### src/sv/signed_int_to_decimal_ascii_macros.svh
// Assertion macros for the signed integer to decimal text converter.
// Needs a clock named clk and an active-low reset named arst_n in scope.
`ifndef SIGNED_INT_TO_DECIMAL_ASCII_MACROS_SVH
`define SIGNED_INT_TO_DECIMAL_ASCII_MACROS_SVH

// Same-cycle implication, off during reset
`define SITDA_ASSERT_NOW(label, ante, cons, msg) \
	label: assert property (@(posedge clk) disable iff (!arst_n) (ante) |-> (cons)) \
		else $error(msg);

// Next-cycle implication, off during reset
`define SITDA_ASSERT_NEXT(label, ante, cons, msg) \
	label: assert property (@(posedge clk) disable iff (!arst_n) (ante) |=> (cons)) \
		else $error(msg);

`endif

### src/sv/sitda_pkg.sv
// Shared types and constants for the signed integer to decimal text converter.
// No dependencies.
`timescale 1ns / 1ps

package sitda_pkg;

	localparam int MagW         = 32;
	localparam int DigW         = 4;
	localparam int NumDig       = 10;
	localparam int BcdW         = NumDig * DigW;
	localparam int DabSteps     = 4;
	localparam int NumDabStages = MagW / DabSteps;
	localparam int IdxW         = $clog2(NumDig);

	localparam logic [7:0] CharMinus = 8'd45;
	localparam logic [7:0] CharZero  = 8'd48;

	// Word carried down the shift-add-3 pipeline
	typedef struct packed {
		logic            neg;
		logic [BcdW-1:0] bcd;
		logic [MagW-1:0] bin;
	} dab_word_t;

endpackage

### src/sv/sitda_dab_stage.sv
// One pipeline stage of the binary to BCD conversion (several shift-add-3 steps).
// Depends on sitda_pkg.
`timescale 1ns / 1ps

module sitda_dab_stage
	import sitda_pkg::*;
(
	input  logic      clk,
	input  logic      arst_n,
	input  logic      in_valid,
	output logic      in_ready,
	input  dab_word_t in_data,
	output logic      out_valid,
	input  logic      out_ready,
	output dab_word_t out_data
);

	logic      vld_s1;
	dab_word_t dat_s1;
	dab_word_t work;

	// Take a new word when empty or when the next stage drains this one
	assign in_ready = !vld_s1 || out_ready;

	// Correct each digit of five or more, then shift one binary bit in
	always_comb begin
		work = in_data;
		for (int s = 0; s < DabSteps; s++) begin
			for (int d = 0; d < NumDig; d++) begin
				if (work.bcd[d*DigW +: DigW] >= 4'd5) begin
					work.bcd[d*DigW +: DigW] = work.bcd[d*DigW +: DigW] + 4'd3;
				end
			end
			{work.bcd, work.bin} = {work.bcd[BcdW-2:0], work.bin, 1'b0};
		end
	end

	// Hold valid with the data; advance on ready
	always_ff @(posedge clk or negedge arst_n) begin
		if (!arst_n) begin
			vld_s1 <= 1'b0;
		end else if (in_ready) begin
			vld_s1 <= in_valid;
		end
	end

	always_ff @(posedge clk) begin
		if (in_ready && in_valid) begin
			dat_s1 <= work;
		end
	end

	assign out_valid = vld_s1;
	assign out_data  = dat_s1;

endmodule

### src/sv/signed_int_to_decimal_ascii.sv
// Top level: signed 32-bit integer to decimal ASCII text, one character per strobe.
// Depends on sitda_pkg, sitda_dab_stage and signed_int_to_decimal_ascii_macros.svh.
//
//   channel   handshake        payload
//   -------   --------------   ---------------------
//   input     start / busy     value
//   result    strobe           ascii_char, last_char
//
// A word is taken when start is high and busy is low; a new word may enter every cycle.
// The first character passes the input register, 8 conversion stages of 4 shift-add-3
// steps each, the character serializer and the output register.
// The serializer sends one character per cycle, so a value of n characters (1 to 11)
// holds it until done; that sets the sustained rate. busy rises when the pipe backs up.
// Reset clears all valid bits; no clearing pass is needed. The receiver cannot stall.
`timescale 1ns / 1ps

`include "signed_int_to_decimal_ascii_macros.svh"

module signed_int_to_decimal_ascii
	import sitda_pkg::*;
(
	input  logic                   clk,
	input  logic                   arst_n,
	input  logic                   start,
	output logic                   busy,
	input  logic signed [MagW-1:0] value,
	output logic                   strobe,
	output logic [7:0]             ascii_char,
	output logic                   last_char
);

	logic            valid_s1;
	dab_word_t       word_s1;
	logic            accept;
	logic [MagW-1:0] mag;

	dab_word_t dab_data [NumDabStages+1];
	logic      dab_vld  [NumDabStages+1];
	logic      dab_rdy  [NumDabStages+1];

	logic            active_q;
	logic            sign_pend_q;
	logic [BcdW-1:0] bcd_q;
	logic [IdxW-1:0] idx_q;
	logic            emit_last;
	logic            tail_ready;
	logic [DigW-1:0] cur_dig;

	logic            strobe_q;
	logic [7:0]      ascii_char_q;
	logic            last_char_q;

	// Index of the most significant nonzero digit; zero for a zero value
	function automatic logic [IdxW-1:0] lead_digit(input logic [BcdW-1:0] bcd);
		logic [IdxW-1:0] top;
		top = '0;
		for (int j = 0; j < NumDig; j++) begin
			if (bcd[j*DigW +: DigW] != '0) begin
				top = IdxW'(j);
			end
		end
		return top;
	endfunction

	// Input register: sign and unsigned magnitude
	assign busy   = valid_s1 && !dab_rdy[0];
	assign accept = start && !busy;
	assign mag    = value[MagW-1] ? (~value + 1'b1) : value;

	always_ff @(posedge clk or negedge arst_n) begin
		if (!arst_n) begin
			valid_s1 <= 1'b0;
		end else if (!busy) begin
			valid_s1 <= start;
		end
	end

	always_ff @(posedge clk) begin
		if (accept) begin
			word_s1.neg <= value[MagW-1];
			word_s1.bcd <= '0;
			word_s1.bin <= mag;
		end
	end

	assign dab_data[0] = word_s1;
	assign dab_vld[0]  = valid_s1;

	// Binary to BCD pipeline
	for (genvar g = 0; g < NumDabStages; g++) begin : g_dab
		sitda_dab_stage u_stage (
			.clk      (clk),
			.arst_n   (arst_n),
			.in_valid (dab_vld[g]),
			.in_ready (dab_rdy[g]),
			.in_data  (dab_data[g]),
			.out_valid(dab_vld[g+1]),
			.out_ready(dab_rdy[g+1]),
			.out_data (dab_data[g+1])
		);
	end

	// Character serializer: sign first, then digits from the leading one down
	assign cur_dig    = bcd_q[{idx_q, 2'b00} +: DigW];
	assign emit_last  = active_q && !sign_pend_q && (idx_q == '0);
	assign tail_ready = !active_q || emit_last;
	assign dab_rdy[NumDabStages] = tail_ready;

	always_ff @(posedge clk or negedge arst_n) begin
		if (!arst_n) begin
			active_q    <= 1'b0;
			sign_pend_q <= 1'b0;
		end else if (tail_ready) begin
			active_q    <= dab_vld[NumDabStages];
			sign_pend_q <= dab_vld[NumDabStages] && dab_data[NumDabStages].neg;
		end else if (sign_pend_q) begin
			sign_pend_q <= 1'b0;
		end
	end

	always_ff @(posedge clk) begin
		if (tail_ready) begin
			bcd_q <= dab_data[NumDabStages].bcd;
			idx_q <= lead_digit(dab_data[NumDabStages].bcd);
		end else if (active_q && !sign_pend_q) begin
			idx_q <= idx_q - 1'b1;
		end
	end

	// Output register
	always_ff @(posedge clk or negedge arst_n) begin
		if (!arst_n) begin
			strobe_q <= 1'b0;
		end else begin
			strobe_q <= active_q;
		end
	end

	always_ff @(posedge clk) begin
		ascii_char_q <= sign_pend_q ? CharMinus : (CharZero + {4'b0000, cur_dig});
		last_char_q  <= !sign_pend_q && (idx_q == '0);
	end

	assign strobe     = strobe_q;
	assign ascii_char = ascii_char_q;
	assign last_char  = last_char_q;

	// Checks
	`SITDA_ASSERT_NOW(a_sign_not_last, strobe_q && (ascii_char_q == CharMinus), !last_char_q, "sign character flagged as last")
	`SITDA_ASSERT_NEXT(a_digit_after_sign, strobe_q && (ascii_char_q == CharMinus), strobe_q && (ascii_char_q != CharMinus), "sign not followed by a digit")
	`SITDA_ASSERT_NOW(a_char_code, strobe_q, (ascii_char_q == CharMinus) || ((ascii_char_q >= CharZero) && (ascii_char_q <= CharZero + 8'd9)), "character outside sign and digits")
	`SITDA_ASSERT_NEXT(a_text_continues, active_q && !emit_last, active_q, "serializer dropped a text before its last character")

endmodule
### config.mk
export PLATFORM = sky130hd
export DESIGN_NAME = signed_int_to_decimal_ascii
export DESIGN_NICKNAME = d
export VERILOG_FILES = /design/src/sv/sitda_pkg.sv /design/src/sv/sitda_dab_stage.sv /design/src/sv/signed_int_to_decimal_ascii.sv
export VERILOG_INCLUDE_DIRS = /design/src /design/src/sv
export SDC_FILE = /design/constraint.sdc
export NUM_CORES = 1
export LEC_CHECK = 0
export BUFFER_PORTS_ARGS = -buffer_cell sky130_fd_sc_hd__buf_2
export CORE_AREA = 2 2 227 229
export CTS_CLUSTER_SIZE = 12
export DETAILED_ROUTE_END_ITERATION = 10
export DIE_AREA = 0 0 229 231
export PLACE_DENSITY_LB_ADDON = 0.2
export SLEW_MARGIN = 30
export SYNTH_ARGS = -nofsm -noshare
export SYNTH_HDL_FRONTEND = slang
export SYNTH_SLANG_ARGS = --single-unit
### constraint.sdc
create_clock -name clk -period 4.2 [get_ports clk]
set_clock_uncertainty 0.15 [all_clocks]
set_input_delay 0.84 -clock clk [delete_from_list [all_inputs] [get_ports clk]]
set_output_delay 0.84 -clock clk [all_outputs]
set_load 0.05 [all_outputs]
==> metrics.log, run 1 <==
INFO  metric hold_start = g_dab[2].u_stage.out_data[28]
INFO  metric cp-start-kind = flip-flop
INFO  metric detailedRoute.firstIterationViolations = between 1k and 1.5k
INFO  metric syn2layout_area_growth = 8.53%
INFO  metric timing.final.crit_period = 3900 ps
INFO  metric synth-async-reset-ratio = 0.0300
INFO  metric drt_wl_total = approximately 55000 um
INFO  metric rr_startpoint = g_dab[2].u_stage.out_data[44]
INFO  metric top_usage_layer = met2
INFO  metric drive_above_1_share = 0.108
INFO  metric detail_route.wl_per_cell = 14.2 um
INFO  metric clock.fmax = 257 MHz
INFO  metric max-cap-violations = 0
INFO  metric r2r_end = g_dab[3].u_stage.out_data[47]
INFO  metric first_global_vias = 21.8k
INFO  metric root_buffer = sky130_fd_sc_hd__clkbuf_16
INFO  metric most-common-layout-cells = sky130_fd_sc_hd__edfxtp_1, sky130_fd_sc_hd__o21ai_0, sky130_fd_sc_hd__a21oi_1
INFO  metric worst_setup_hold_path_clk_slew = ~60 ps
INFO  metric initial_antenna_violation_count = 0
INFO  metric placeableCoreArea = 50700 sq um
INFO  metric whs_endpoint = g_dab[3].u_stage.out_data[32]
INFO  metric leading_cell_type_in_the_layout_fill_and_taps_excluded = sky130_fd_sc_hd__edfxtp_1
INFO  metric synth_compound_area_frac = 0.238
INFO  metric netlist_top_cells_area = sky130_fd_sc_hd__edfxtp_1, sky130_fd_sc_hd__ha_1, sky130_fd_sc_hd__o21ai_0
INFO  metric count_of_filler_cells_inserted_in_the_layout = 4149
INFO  metric yosys.area.top_type_share = 0.389
INFO  metric report.final.slew_viol_count = 0
INFO  metric final_min_period_over_clock_period = 0.928
INFO  metric synthesis.instances = slightly above 3k
INFO  metric seq_area = approximately 12000 sq um
INFO  metric gr-usage-met3 = 0.0254
INFO  metric grt_max_degree = 43
INFO  metric port_buffers = 42
INFO  metric setup.reg_to_reg.worst_slack = about 300 ps
INFO  metric antenna_violating_nets_post_route = 0
INFO  metric run_status = complete, no violations
INFO  metric synth.ff_latch_count = 400
INFO  metric place.gp.congestion = roughly 0.84
INFO  metric timing.final.hold_violations = 0
INFO  metric setup_viol = 0
INFO  metric worstSetupEndpointType = flip-flop
INFO  metric die_y = between 200 and 250 um
INFO  metric final_cell_count_no_fill = 3860
INFO  metric cts_made_buffers = 44
INFO  metric drt-pass1-iter-count = 5
INFO  metric cts_tree = done
INFO  metric synthesis.yosys.warnings = 0
INFO  metric start_util = 0.582
INFO  metric number_of_ports_placed_on_the_die_boundary = 46
INFO  metric synth-simple-area-share = 0.131
INFO  metric worst_ep_arrival_time = a little over 4000 ps
INFO  metric die_area = 52900 sq um
INFO  metric synth_edf_count = approximately 380
INFO  metric dominant_combinational_cell_family_by_area_after_synthesis = compound AO/OA/AOI/OAI gates
INFO  metric critPathMaxFanout = 7
INFO  metric use_met1 = 0.236
INFO  metric std_cell_rows = 83
INFO  metric post-synth-top-area-cell = sky130_fd_sc_hd__edfxtp_1
INFO  metric globalRoute.totalOverflow = 0
INFO  metric min_path_type = flip-flop to flip-flop
INFO  metric area_occupied_by_multi_input_gates = approximately 17000 sq um
INFO  metric worst_slew_margin_rel = 0.459
INFO  metric syn-mean-instance-area = 9.50 sq um
INFO  metric mappedNetlistArea = between 20000 and 30000 sq um
INFO  metric synth_adder_area_share = 0.0653
INFO  metric clock_latency = 590 ps
INFO  metric chipWidth = between 200 and 250 um
INFO  metric hold-path-cell-count = 0
INFO  metric post_synth_mux_area_share = 0.0622
INFO  metric synth.yosys.seq_area_share = 0.403
INFO  metric tightestPinTransition = 811 ps
INFO  metric place.detailed.hpwl = around 40000 um
INFO  metric reg2reg_depth = 16
INFO  metric remaining_drc_errors = 0
INFO  metric cts_max_level = 2
INFO  metric dominantRegCellSynth = sky130_fd_sc_hd__edfxtp_1
INFO  metric n_antenna_cell = 0
INFO  metric placed_cells_incl_taps = 3774
INFO  metric via_cell_ratio = ~6
INFO  metric synth_cell_type_count = 98
INFO  metric track_usage = 0.204
INFO  metric grt_use_met2 = 0.392
INFO  metric cts.path.max_buffers = 3
INFO  metric grt_first_pass_wirelength = ~94000 um
INFO  metric net_count_of_the_finished_layout = around 3.3k
INFO  metric clock_sink_count = 400
INFO  metric detailroute.via_count = between 20k and 25k
INFO  metric post_synth_xor_area_fraction = 0.0635
INFO  metric timing_worst_setup_path_type = flip-flop to flip-flop
INFO  metric critical_path_required = about 4400 ps
[Yosys cell counts, types with 15 or more instances]
cell	instances
sky130_fd_sc_hd__a21oi_1	280
sky130_fd_sc_hd__o31ai_1	21
sky130_fd_sc_hd__edfxtp_1	382
sky130_fd_sc_hd__a2bb2oi_1	19
sky130_fd_sc_hd__ha_1	150
sky130_fd_sc_hd__mux2i_1	78
sky130_fd_sc_hd__xor2_1	24
sky130_fd_sc_hd__a22o_1	20
sky130_fd_sc_hd__a21oi_2	31
sky130_fd_sc_hd__or3_1	24
sky130_fd_sc_hd__inv_1	194
sky130_fd_sc_hd__o21a_1	21
sky130_fd_sc_hd__a31oi_1	79
sky130_fd_sc_hd__xnor2_1	162
sky130_fd_sc_hd__and2_1	24
sky130_fd_sc_hd__a31o_2	19
sky130_fd_sc_hd__nor2b_1	38
sky130_fd_sc_hd__nor3_1	53
sky130_fd_sc_hd__nand2b_1	68
sky130_fd_sc_hd__o21ai_0	292
sky130_fd_sc_hd__o21ai_1	55
sky130_fd_sc_hd__clkbuf_1	71
sky130_fd_sc_hd__a211oi_1	33
sky130_fd_sc_hd__nand3_1	47
sky130_fd_sc_hd__o211ai_1	15
sky130_fd_sc_hd__o22ai_1	35
sky130_fd_sc_hd__nor3b_1	49
sky130_fd_sc_hd__nand2_1	200
sky130_fd_sc_hd__nor2_1	220
sky130_fd_sc_hd__a21o_1	37
sky130_fd_sc_hd__mux2_2	73
[through the flow]
| stage | utilization | cell area, sq um | setup WS (ps) | TNS [ps] | hold slack [ps] |
|---|---|---|---|---|---|
| after floorplan | - | 29500 | 57.7 | 0 | 217 |
| after global placement | 0.602 | 30500 | 388 | 0 | 228 |
| after detailed placement | 0.602 | 30500 | 224 | 0 | 240 |
| after CTS | 0.630 | 31900 | 199 | 0 | 259 |
| after global routing | 0.632 | 32000 | -6.97 | -6.97 | 271 |
| final | 0.632 | 32000 | 302 | 0 | 263 |
[kinds of logic after synthesis]
group           count (synthesis)
flops                         400
xor+xnor                      201
mux                           163
other cells                     2
buf+inv                       282
simple gates                  790
compound gates               1114
fa+ha+maj                     155
[registers in the layout, summed over array words and instances (netlist names)]
register                 cells
active_q                     1
bcd_q                       40
sign_pend_q                  1
ascii_char                   5
g_dab.u_stage.out_valid      8
last_char                    1
idx_q                        4
g_dab.u_stage.out_data     305
valid_s1                     1
dab_data                    33
strobe                       1
[layer usage]
metal | vias up | wire length, um
li1 | 11700 | -
met4 | 0 | 984
met5 | - | 0
met3 | 82 | 1910
met1 | 10900 | 23300
met2 | 376 | 28700
[critical path, cell delays in order, from the launching register on]
cell,delay (ps)
sky130_fd_sc_hd__edfxtp_1,440
sky130_fd_sc_hd__inv_1,90
sky130_fd_sc_hd__ha_1,140
sky130_fd_sc_hd__inv_1,40
sky130_fd_sc_hd__ha_1,190
sky130_fd_sc_hd__a21oi_1,240
sky130_fd_sc_hd__mux2i_1,450
sky130_fd_sc_hd__o21ai_0,170
sky130_fd_sc_hd__a21oi_1,220
sky130_fd_sc_hd__a21o_1,180
sky130_fd_sc_hd__inv_1,80
sky130_fd_sc_hd__ha_1,210
sky130_fd_sc_hd__a211o_1,230
sky130_fd_sc_hd__a211oi_1,220
sky130_fd_sc_hd__a21oi_1,100
sky130_fd_sc_hd__nor2_1,170
sky130_fd_sc_hd__mux2_2,350
[cell type report]
| type | count | area share |
|---|---|---|
| Multi-Input combinational cell | 2426 | 0.521 |
| Sequential cell | 400 | 0.371 |
| Clock buffer | 61 | 0.0364 |
| Tap cell | 680 | 0.0266 |
| Inverter | 199 | 0.0233 |
| Timing Repair Buffer | 73 | 0.0145 |
| Clock inverter | 21 | 0.00742 |
[how the worst max path moves through the flow]
stage / to / slack, ps / start
after floorplan: g_dab[2].u_stage.out_data[12] / 60 / idx_q[0]
after global placement: g_dab[7].u_stage.out_data[37] / 390 / g_dab[6].u_stage.out_data[36]
after detailed placement: g_dab[7].u_stage.out_data[37] / 220 / g_dab[6].u_stage.out_data[36]
after CTS: g_dab[7].u_stage.out_data[37] / 200 / g_dab[6].u_stage.out_data[36]
after global routing: g_dab[7].u_stage.out_data[70] / -7 / g_dab[6].u_stage.out_data[64]
final: g_dab[3].u_stage.out_data[47] / 300 / g_dab[2].u_stage.out_data[44]
[timing repair]
item | CTS | global route
pin swaps | 0 | 0
resized for setup | 1 | 14
hold buffers | 1 | 0
buffers inserted | 1 | 1
endpoints found under the hold margin | 6 | 0
endpoints found under the setup margin | 1 | 12
Power of run 1 is not shown: default switching activity piles up to over one toggle a cycle in this logic, so the estimate is an artifact.
==> run 2, diff against run 1 <==
--- a/config.mk
+++ b/config.mk
@@ -7,10 +7,10 @@
 export NUM_CORES = 1
 export LEC_CHECK = 0
 export BUFFER_PORTS_ARGS = -buffer_cell sky130_fd_sc_hd__buf_2
-export CORE_AREA = 2 2 227 229
+export CORE_AREA = 2 2 208 251
 export CTS_CLUSTER_SIZE = 12
 export DETAILED_ROUTE_END_ITERATION = 10
-export DIE_AREA = 0 0 229 231
+export DIE_AREA = 0 0 210 253
 export PLACE_DENSITY_LB_ADDON = 0.2
 export SLEW_MARGIN = 30
 export SYNTH_ARGS = -nofsm -noshare
==> run 2 against run 1 <==
Net effect: clock-buffer cell count rose by 1; non-clock buffer count rose by 5; setup slack got worse by 120 ps; die area rose by 0.44%; register-to-register slack barely moved; via count rose by 0.68%; fmax fell by 3.0%; final cell count fell by 0.88%; critical path depth fell by 7; sequential share of layout area barely moved.
==> metrics.log, run 2 (same netlist as run 1, synthesis figures left out) <==
INFO  metric dp_slack = 186 ps (-38.2 ps)
INFO  metric std_cell_rows = 91 (+9.6%)
INFO  metric final_util = 0.630 (-0.00215)
INFO  metric cp-start-kind = flip-flop
INFO  metric grt_first_pass_wirelength = 93800 um (-0.64%)
INFO  metric number_of_ports_placed_on_the_die_boundary = 46 (unchanged)
INFO  metric syn2layout_area_growth = 8.63% (about the same)
INFO  metric critical_path_required = 3210 ps (-1170 ps)
INFO  metric tightestPinTransition = 799 ps (-11.8 ps)
INFO  metric path_delay_family = simple AND/OR/NAND/NOR gates
INFO  metric antenna_violating_nets_post_route = 0 (unchanged)
INFO  metric report.final.slew_viol_count = 0 (unchanged)
INFO  metric critical-path-max-stage-delay = 540 ps (+90 ps)
INFO  metric clock.fmax = 249 MHz (-3.0%)
INFO  metric port_buffers = 42 (unchanged)
INFO  metric chipWidth = 210 um (-8.3%)
INFO  metric die_y = 253 um (+9.5%)
INFO  metric worst_slew_margin_rel = 0.467 (+0.00790)
INFO  metric max-cap-violations = 0 (unchanged)
INFO  metric timing.critical_path.buf_inv = 3 (unchanged)
INFO  metric use_met1 = 0.215 (-0.0209)
INFO  metric top_usage_layer = met2
INFO  metric cts_max_level = 2 (unchanged)
INFO  metric flip_flop_count_of_the_largest_register_all_copies_and_words_added = 305 (unchanged)
INFO  metric drive_above_1_share = 0.109 (+0.000801)
INFO  metric timing_worst_setup_path_type = flip-flop to output port
INFO  metric timing.critical_path.cells = inv_1, ha_1, nor4b_1, nor2b_1, nand3_1, nor3_1, nand3_1, inv_1, buf_2
INFO  metric rsz0062_at_grt = false
INFO  metric worst_setup_hold_path_clk_slew = 60 ps (about the same)
INFO  metric place.detailed.hpwl = 41000 um (+1.4%)
INFO  metric timing.critical_path.slowest_stage_cell = sky130_fd_sc_hd__nor3_1
INFO  metric leading_cell_type_in_the_layout_fill_and_taps_excluded = sky130_fd_sc_hd__edfxtp_1
INFO  metric root_buffer = sky130_fd_sc_hd__clkbuf_16
INFO  metric first_global_vias = 22.1k (+1.2%)
INFO  metric clock_latency = 590 ps (about the same)
INFO  metric n_antenna_cell = 0 (unchanged)
INFO  metric fin_ws = 182 ps (-119 ps)
INFO  metric worst_ep_arrival_time = 3030 ps (-1050 ps)
INFO  metric count_of_filler_cells_inserted_in_the_layout = 4003 (-3.5%)
INFO  metric drt_wl_total = 55100 um (+0.50%)
INFO  metric timing.final.hold_violations = 0 (unchanged)
INFO  metric placeableCoreArea = 50900 sq um (+0.43%)
INFO  metric final_min_period_over_clock_period = 0.957 (+0.0284)
INFO  metric most-common-layout-cells = sky130_fd_sc_hd__edfxtp_1, sky130_fd_sc_hd__o21ai_0, sky130_fd_sc_hd__a21oi_1
INFO  metric track_usage = 0.203 (-0.000614)
INFO  metric run_status = complete, no violations
INFO  metric remaining_drc_errors = 0 (unchanged)
INFO  metric start_util = 0.580 (-0.00248)
INFO  metric gr-usage-met3 = 0.0278 (+0.00234)
INFO  metric cts_tree = done
INFO  metric detailroute.via_count = 23.3k (+0.68%)
INFO  metric globalRoute.totalOverflow = 0 (unchanged)
INFO  metric place.gp.congestion = 0.833 (-1.2%)
INFO  metric grt_use_met2 = 0.407 (+0.0143)
INFO  metric critPathMaxFanout = 3 (-4)
INFO  metric net_count_of_the_finished_layout = 3334 (+0.15%)
INFO  metric cts_made_buffers = 44 (unchanged)
INFO  metric drt-pass1-iter-count = 7 (+2)
INFO  metric setup_viol = 0 (unchanged)
INFO  metric clock_sink_count = 400 (unchanged)
INFO  metric cts.path.max_buffers = 3 (unchanged)
INFO  metric initial_antenna_violation_count = 0 (unchanged)
INFO  metric post_route_setup_tns = 0 ps (unchanged)
INFO  metric via_cell_ratio = 6.09 (+1.6%)
INFO  metric timing.final.crit_period = 4020 ps (+119 ps)
INFO  metric detail_route.wl_per_cell = 14.4 um (+1.4%)
INFO  metric fin_hold_ws = 255 ps (-7.29 ps)
INFO  metric min_path_type = flip-flop to flip-flop
INFO  metric die_area = 53100 sq um (+0.44%)
INFO  metric worstSetupEndpointType = output port
INFO  metric detailedRoute.firstIterationViolations = 1200 (-4.5%)
INFO  metric grt_max_degree = 43 (unchanged)
-- run 2: stage by stage --
step                std cells  cell area [sq um]
finish                   3826              32100
global route             3826              32100
CTS                      3823              32000
detailed placement       3750              30500
global placement         3749              30500
floorplan                3108              29500
-- run 2: final timing paths --
check / from / slack (ps) / end / depth (start not counted)
worst max-delay path: idx_q[0] / 180 / busy / 9
worst max register to register: g_dab[1].u_stage.out_data[32] / 290 / g_dab[2].u_stage.out_data[37] / 16
max in group asynchronous: arst_n / 3060 / valid_s1 / 2
worst min register to register: active_q / 260 / strobe / 0
worst min-delay path: active_q / 260 / strobe / 0
min in group asynchronous: arst_n / 550 / strobe / 2
-- run 2: area by class of cell --
type / instances / area (sq um) / share of cell area
Clock buffer: 62 / 1270 / 0.0397
Clock inverter: 10 / 184 / 0.00574
Inverter: 199 / 747 / 0.0233
Multi-Input combinational cell: 2426 / 16600 / 0.519
Sequential cell: 400 / 11900 / 0.371
Tap cell: 651 / 815 / 0.0254
Timing Repair Buffer: 78 / 523 / 0.0163
-- run 2: per-layer routing --
| layer | routed length, um | share of wire |
|---|---|---|
| met2 | 30100 | 0.55 |
| met4 | 1400 | 0.025 |
| met3 | 1800 | 0.033 |
| met1 | 21800 | 0.40 |
| met5 | 0 | 0 |
-- run 2: timing repair --
action	in CTS	in global routing
setup endpoints to repair	0	15
gates resized for setup	0	9
hold endpoints to repair	9	0
hold buffers	1	0
buffers inserted	0	2
Power of run 2 is left out for the same reason.
